===== src/rtl/core/mmp_pkg.sv =====
package mmp_pkg;

    localparam int NLIMBS = 9;
    localparam int LIMB_W = 59;
    localparam int IDX_W  = 4;
    localparam int HALF_W = 30;
    localparam int PROD_W = 2 * LIMB_W;
    localparam int COL_W  = PROD_W + 6;
    localparam int Q_DEPTH = 2;

    localparam logic [IDX_W-1:0] LAST_IDX = IDX_W'(NLIMBS - 1);

    typedef logic [NLIMBS-1:0][LIMB_W-1:0] limb_vec_t;

    typedef struct packed {
        limb_vec_t f;
        limb_vec_t g;
    } job_t;

endpackage


===== src/rtl/core/mmp_if.sv =====
interface mmp_in_if;
    import mmp_pkg::*;
    logic              valid;
    logic              ready;
    logic [LIMB_W-1:0] f_limb;
    logic [LIMB_W-1:0] g_limb;

    modport source (output valid, output f_limb, output g_limb, input ready);
    modport sink   (input valid, input f_limb, input g_limb, output ready);
endinterface



===== src/rtl/core/mmp_front.sv =====
module mmp_front
    import mmp_pkg::*;
(
    input  logic  clk,
    input  logic  rst_n,
    mmp_in_if.sink limbs,
    output logic  q_push,
    output job_t  q_data,
    input  logic  q_ready
);

    logic [IDX_W-1:0] cnt_reg;
    logic [IDX_W-1:0] cnt_next;
    limb_vec_t        f_reg;
    limb_vec_t        g_reg;
    logic             take;

    always_comb
    begin
        limbs.ready = (cnt_reg != LAST_IDX) || q_ready;
        take        = limbs.valid && limbs.ready;
        q_push      = take && (cnt_reg == LAST_IDX);
        q_data.f    = f_reg;
        q_data.g    = g_reg;
        q_data.f[NLIMBS-1] = limbs.f_limb;
        q_data.g[NLIMBS-1] = limbs.g_limb;
        cnt_next    = cnt_reg;
        if (take)
        begin
            cnt_next = (cnt_reg == LAST_IDX) ? '0 : cnt_reg + 1'b1;
        end
    end

    always_ff @(posedge clk or negedge rst_n)
    begin
        if (!rst_n)
        begin
            cnt_reg <= '0;
        end
        else
        begin
            cnt_reg <= cnt_next;
        end
    end

    always_ff @(posedge clk)
    begin
        if (take)
        begin
            f_reg[cnt_reg] <= limbs.f_limb;
            g_reg[cnt_reg] <= limbs.g_limb;
        end
    end

endmodule


===== src/flat_wrapper.sv =====
// flat-port wrapper written by rule: the top's interface ports become plain ports
module mmp_front_flat import mmp_pkg::*;
  (clk, rst_n, q_push, q_data, q_ready, limbs_valid, limbs_f_limb, limbs_g_limb, limbs_ready);
  mmp_in_if limbs_i ();
  input  logic clk;
  input  logic rst_n;
  output logic q_push;
  output job_t q_data;
  input  logic q_ready;
  input wire logic [$bits(limbs_i.valid)-1:0] limbs_valid;
  input wire logic [$bits(limbs_i.f_limb)-1:0] limbs_f_limb;
  input wire logic [$bits(limbs_i.g_limb)-1:0] limbs_g_limb;
  output wire logic [$bits(limbs_i.ready)-1:0] limbs_ready;
  assign limbs_i.valid = limbs_valid;
  assign limbs_i.f_limb = limbs_f_limb;
  assign limbs_i.g_limb = limbs_g_limb;
  assign limbs_ready = limbs_i.ready;
  mmp_front u_core (.clk(clk), .rst_n(rst_n), .limbs(limbs_i), .q_push(q_push), .q_data(q_data), .q_ready(q_ready));
endmodule

===== config.mk =====
export PLATFORM = sky130hd
export DESIGN_NAME = mmp_front_flat
export DESIGN_NICKNAME = d
export VERILOG_FILES = /design/src/rtl/core/mmp_pkg.sv /design/src/rtl/core/mmp_if.sv /design/src/rtl/core/mmp_front.sv /design/src/flat_wrapper.sv
export SDC_FILE = /design/constraint.sdc
export NUM_CORES = 1
export LEC_CHECK = 0
export BUFFER_PORTS_ARGS = -buffer_cell sky130_fd_sc_hd__buf_2
export CORE_AREA = 2 2 461 463
export DETAILED_ROUTE_END_ITERATION = 8
export DIE_AREA = 0 0 463 465
export HOLD_SLACK_MARGIN = 0.05
export PLACE_DENSITY = 0.3
export SYNTH_ARGS = -nofsm -noshare
export SYNTH_HDL_FRONTEND = slang
export SYNTH_SLANG_ARGS = --single-unit

===== constraint.sdc =====
create_clock -name clk -period 29.8 [get_ports clk]
set_input_delay 1.49 -clock clk [delete_from_list [all_inputs] [get_ports clk]]
set_output_delay 1.49 -clock clk [all_outputs]
set_load 0.005 [all_outputs]

Word level (Yosys, flattened, before mapping)
Cells that the tools add are included.

word-level totals
  bits in registers = 1,066
  input port bits = 122
  logic and storage cells = 33

cells by class
  $add $sub $neg = 1
  magnitude comparators = 2
  equality and inequality tests = 2
  muxes and demuxes = 5
  reduce and logical (&&, ||, !) cells = 4

operator list
  operator                                                           count
  bitwise mux 531 bit                                                2
  demux 59 bit (select 4 bit)                                        1
  2-to-1 mux 59 bit                                                  1
  less-than comparator 4 x 5 -> 1 bit, second input constant         1
  adder 4 x 1 -> 4 bit, second input constant                        1
  == test 4 bit, second input constant                               1
  greater-or-equal comparator 4 x 1 -> 1 bit, second input constant  1
  2-to-1 mux 4 bit                                                   1
  != test 4 bit, second input constant                               1
  logical AND 1 bit                                                  3
  logical OR 1 bit                                                   1

Depth between registers and ports, before layout
  word-level depth = 5
  gate-level depth with buffers = 5
  gate-level depth less buffers = 5

Least setup slack after synthesis
No wires, ideal clock.

  path kind = input to register
  start = input port limbs_valid
  end = register u_core.f_reg, in the netlist u_core.q_data[1000], enable pin
  data arrival time = 10.116 ns
  data required time = 29.036 ns
  path slack = 18.920 ns
  stages on the path = 2
  path buffers = 0
  path through = nand2_1 -> nor3b_1

on the way
  cells in the longest elaborated chain, start to end = 1

RTL lines
  element                          line                RTL
  from (decl)                      flat_wrapper.sv:10  input wire logic [$bits(limbs_i.valid)-1:0] limbs_valid;
  logical AND 1 bit                mmp_front.sv:21     take = limbs.valid && limbs.ready;
  to (signal, indexed assignment)  mmp_front.sv:50     f_reg[cnt_reg] <= limbs.f_limb;
  to (decl)                        mmp_front.sv:14     limb_vec_t f_reg;

No other way between the ends.
A chain may end at the register's enable or synchronous reset.

Final worst setup path
  start = register u_core.cnt_reg[0]
  end = output port limbs_ready

on the way
  cells in the longest elaborated chain, start to end = 2

RTL lines
  element                 line                RTL
  from (decl)             mmp_front.sv:12     logic [IDX_W-1:0] cnt_reg;
  from (signal assigned)  mmp_front.sv:42     cnt_reg <= cnt_next;
  != test 4 bit           mmp_front.sv:20     limbs.ready = (cnt_reg != LAST_IDX) || q_ready;
  logical OR 1 bit        mmp_front.sv:20
  to (decl)               flat_wrapper.sv:13  output wire logic [$bits(limbs_i.ready)-1:0] limbs_ready;

No other way between the ends.

==> impl_metrics.py <==
metrics = {
    "synthesis": {
        "synth_most_common_cell": "edfxtp_1",
        "mappedNetlistArea_sq_um": 29570,
        "synth_edf_count": 944,
        "ys_seq_area_share_pct": 96.20,
        "ys_top_cells_by_area": "edfxtp_1 (96%), buf_4 (3.0%), dfrtp_1 (0.34%)",
        "synth_commonest_cells": "edfxtp_1 (944), buf_4 (118), nand2_1 (6)",
        "syn_nets": 1226,
        "synth_largest_area_cell": "edfxtp_1",
        "ys.flop_type": "edfxtp_1",
        "syn_avg_cell_area_sq_um": 26.88,
        "syn_inst": 1100,
        "synth_warnings": 0,
        "async_reset_ff_share_pct": 0.4219,
        "yosysTopAreaCellShare_pct": 95.86,
        "synth_cell_types": 23,
        "synth_seq_cells": 948,
    },
    "clock_tree": {
        "hold_buffers": 0,
        "cts_resized": 0,
        "cts-root-buf": "clkbuf_16",
        "tritoncts": "yes",
        "insertion_delay_ns": 0.74,
        "clk_pin_slew_ns": 0.06,
        "cts_buffers": 112,
        "cts_setup_buffers": 0,
        "clockBufferDepth": 3,
        "h-tree-depth": 3,
        "clock-sinks": 948,
    },
    "timing": {
        "setup_viol": 0,
        "min_period_ns": 3.795,
        "hold_viol": 0,
        "max_freq_ghz": 0.2635,
        "skew_ns": 0.03179,
        "whs_ns": 0.5504,
        "tightestPinTransition_ns": 0.9604,
        "maxSlewHeadroom_pct": 35.97,
        "post-route-period-util_pct": 12.73,
        "final_max_slew_viol_count": 0,
        "rsz0062_at_grt": "false",
        "setup_tns_ns": 0,
    },
    "critical_path": {
        "slowest_stage": "dfrtp_1",
        "cp_cell_sequence": "inv_1 > ha_1 > nand2_2 > or3_1 > buf_2",
        "worst_setup_path_end_kind": "output pin",
        "worst_ep_required_time_ns": 28.31,
        "crit_arrival_ns": 2.30,
        "crit_type": "flop to output pin",
        "crit_fanout": 5,
        "critPathMaxStageDelay_ns": 0.43,
        "crit_path_start_kind": "flop",
        "r2r_cells": 5,
    },
    "detailed_routing": {
        "routedWlPerCell_um": 22.41,
        "drt_wl_total_um": 117000,
        "vias": 15850,
        "drc": 0,
        "via_per_inst": 3.034,
        "dr.pass1.iters": 7,
        "first_iter_violations": 819,
        "ant_nets": 0,
    },
    "power": {
        "fin_total_pwr_mw": 3.280,
        "p_per_area_nw_per_um2": 78.38,
        "peakVddDrop_v": 0.00004058,
        "leakage_nw": 15.19,
    },
    "finish": {
        "fillers": 22570,
        "layout-drive-gt1-share_pct": 57.35,
        "final_area_sq_um": 41850,
        "finalNetCount": 2428,
        "largest_register_ff_count": 944,
        "area_delta_synth_final_pct": 41.53,
    },
    "floorplanning": {
        "core_region_area_sq_um": 210800,
        "die_w_um": 463,
        "num_rows": 169,
        "die_area_sq_um": 215300,
        "initial_core_util_pct": 14.03,
        "io_pins": 1186,
        "fp.dieH_um": 465,
    },
    "global_routing": {
        "grt_max_degree": 48,
        "grt_use_total_pct": 10.44,
        "antenna_found_initial": 19,
        "overflow": 0,
        "grt_first_pass_wirelength_um": 152900,
        "grt_pass1_vias": 16050,
    },
    "run_status": {
        "status": "completed",
    },
    "flow_run": {
        "drv_cap": 0,
    },
    "place": {
        "post_dp_cell_area_sq_um": 38350,
        "io_buffers": 1185,
        "place_hpwl_um": 80360,
        "gp_congestion": 0.7425,
    },
    "hold_path": {
        "holdCritPathClass": "input port to asynchronous set/reset pin",
    },
}
[cells by family (layout without fill, tap and decap cells)]
kind of cell	Yosys count	after routing	share of synthesized area (%)
flops	948	948	96.20
buf+inv	121	1415	3.034
simple gates	20	20	0.3808
compound gates	5	5	0.1439
fa+ha+maj	4	4	0.1692
mux	2	2	0.07615
other cells	0	8	0
[worst max-delay path: cells and delay by family, from the launching register on]
kind          cells  cell delay (ns)
simple gates      2             0.56
fa+ha+maj         1             0.27
flops             1             0.43
buf+inv           2             0.30
[layout make-up]
| class | instances | area, sq um | share of cell area (%) |
|---|---|---|---|
| inverter | 2 | 7.507 | 0.01794 |
| multi-input combinational | 31 | 265.3 | 0.6338 |
| clock buffer | 139 | 2904 | 6.939 |
| timing repair buffer | 1207 | 6096 | 14.56 |
| sequential | 948 | 28450 | 67.97 |
| tap | 2821 | 3530 | 8.433 |
| clock inverter | 67 | 584.3 | 1.396 |
| antenna | 8 | 20.02 | 0.04783 |
[power breakdown]
group / internal (mW) / switching [mW] / total, mW / leakage, nW
Clock: 0.745 / 0.576 / 1.32 / 1.70
Sequential: 1.61 / 0.0295 / 1.64 / 8.59
Combinational: 0.0888 / 0.228 / 0.317 / 4.90
[final timing paths]
path	startpoint	endpoint	slack, ns
setup / recovery	u_core.cnt_reg[0]	limbs_ready	26.01
hold / removal	rst_n	u_core.cnt_reg[3]	0.55
setup reg to reg	u_core.cnt_reg[0]	u_core.q_data[438]	26.95
hold reg to reg	u_core.cnt_reg[0]	u_core.cnt_reg[0]	0.58
max in group asynchronous	rst_n	u_core.cnt_reg[1]	29.11
min in group clk	u_core.cnt_reg[0]	u_core.cnt_reg[0]	0.58
[metal layers]
metal	up-vias	GRT usage [%]	share of wire, %
li1	6714	-	-
met5	-	0	0.0094
met3	162	5.132	12
met2	913	16.79	47
met1	8054	11.97	39
met4	2	3.738	2.8
[cell usage in the layout (no fill, tap or decap), drive strengths merged]
cell type	count
dfrtp	4
clkinv	51
nor2b	1
a22o	1
edfxtp	944
nor2	1
and3	4
ha	4
nor3	2
bufinv	6
mux2	2
inv	9
clkinvlp	3
o31ai	1
o21ai	1
nand3	1
nand2	7
o2bb2ai	1
or3	1
a21o	1
and3b	2
buf	1207
nor3b	1
diode	8
clkbuf	139
[through the flow]
| step | worst slack (ns) | std cells | util, % |
|---|---|---|---|
| final | 26.01 | 5223 | 19.85 |
| after global routing | 25.85 | 5217 | 19.85 |
| after CTS | 25.87 | 5215 | 19.84 |
| after detailed placement | 25.64 | 5009 | 18.19 |
| after global placement | 25.66 | 5009 | 18.19 |
| after floorplan | 18.92 | 1100 | - |
Note: power is estimated with default switching activity, not from simulation.
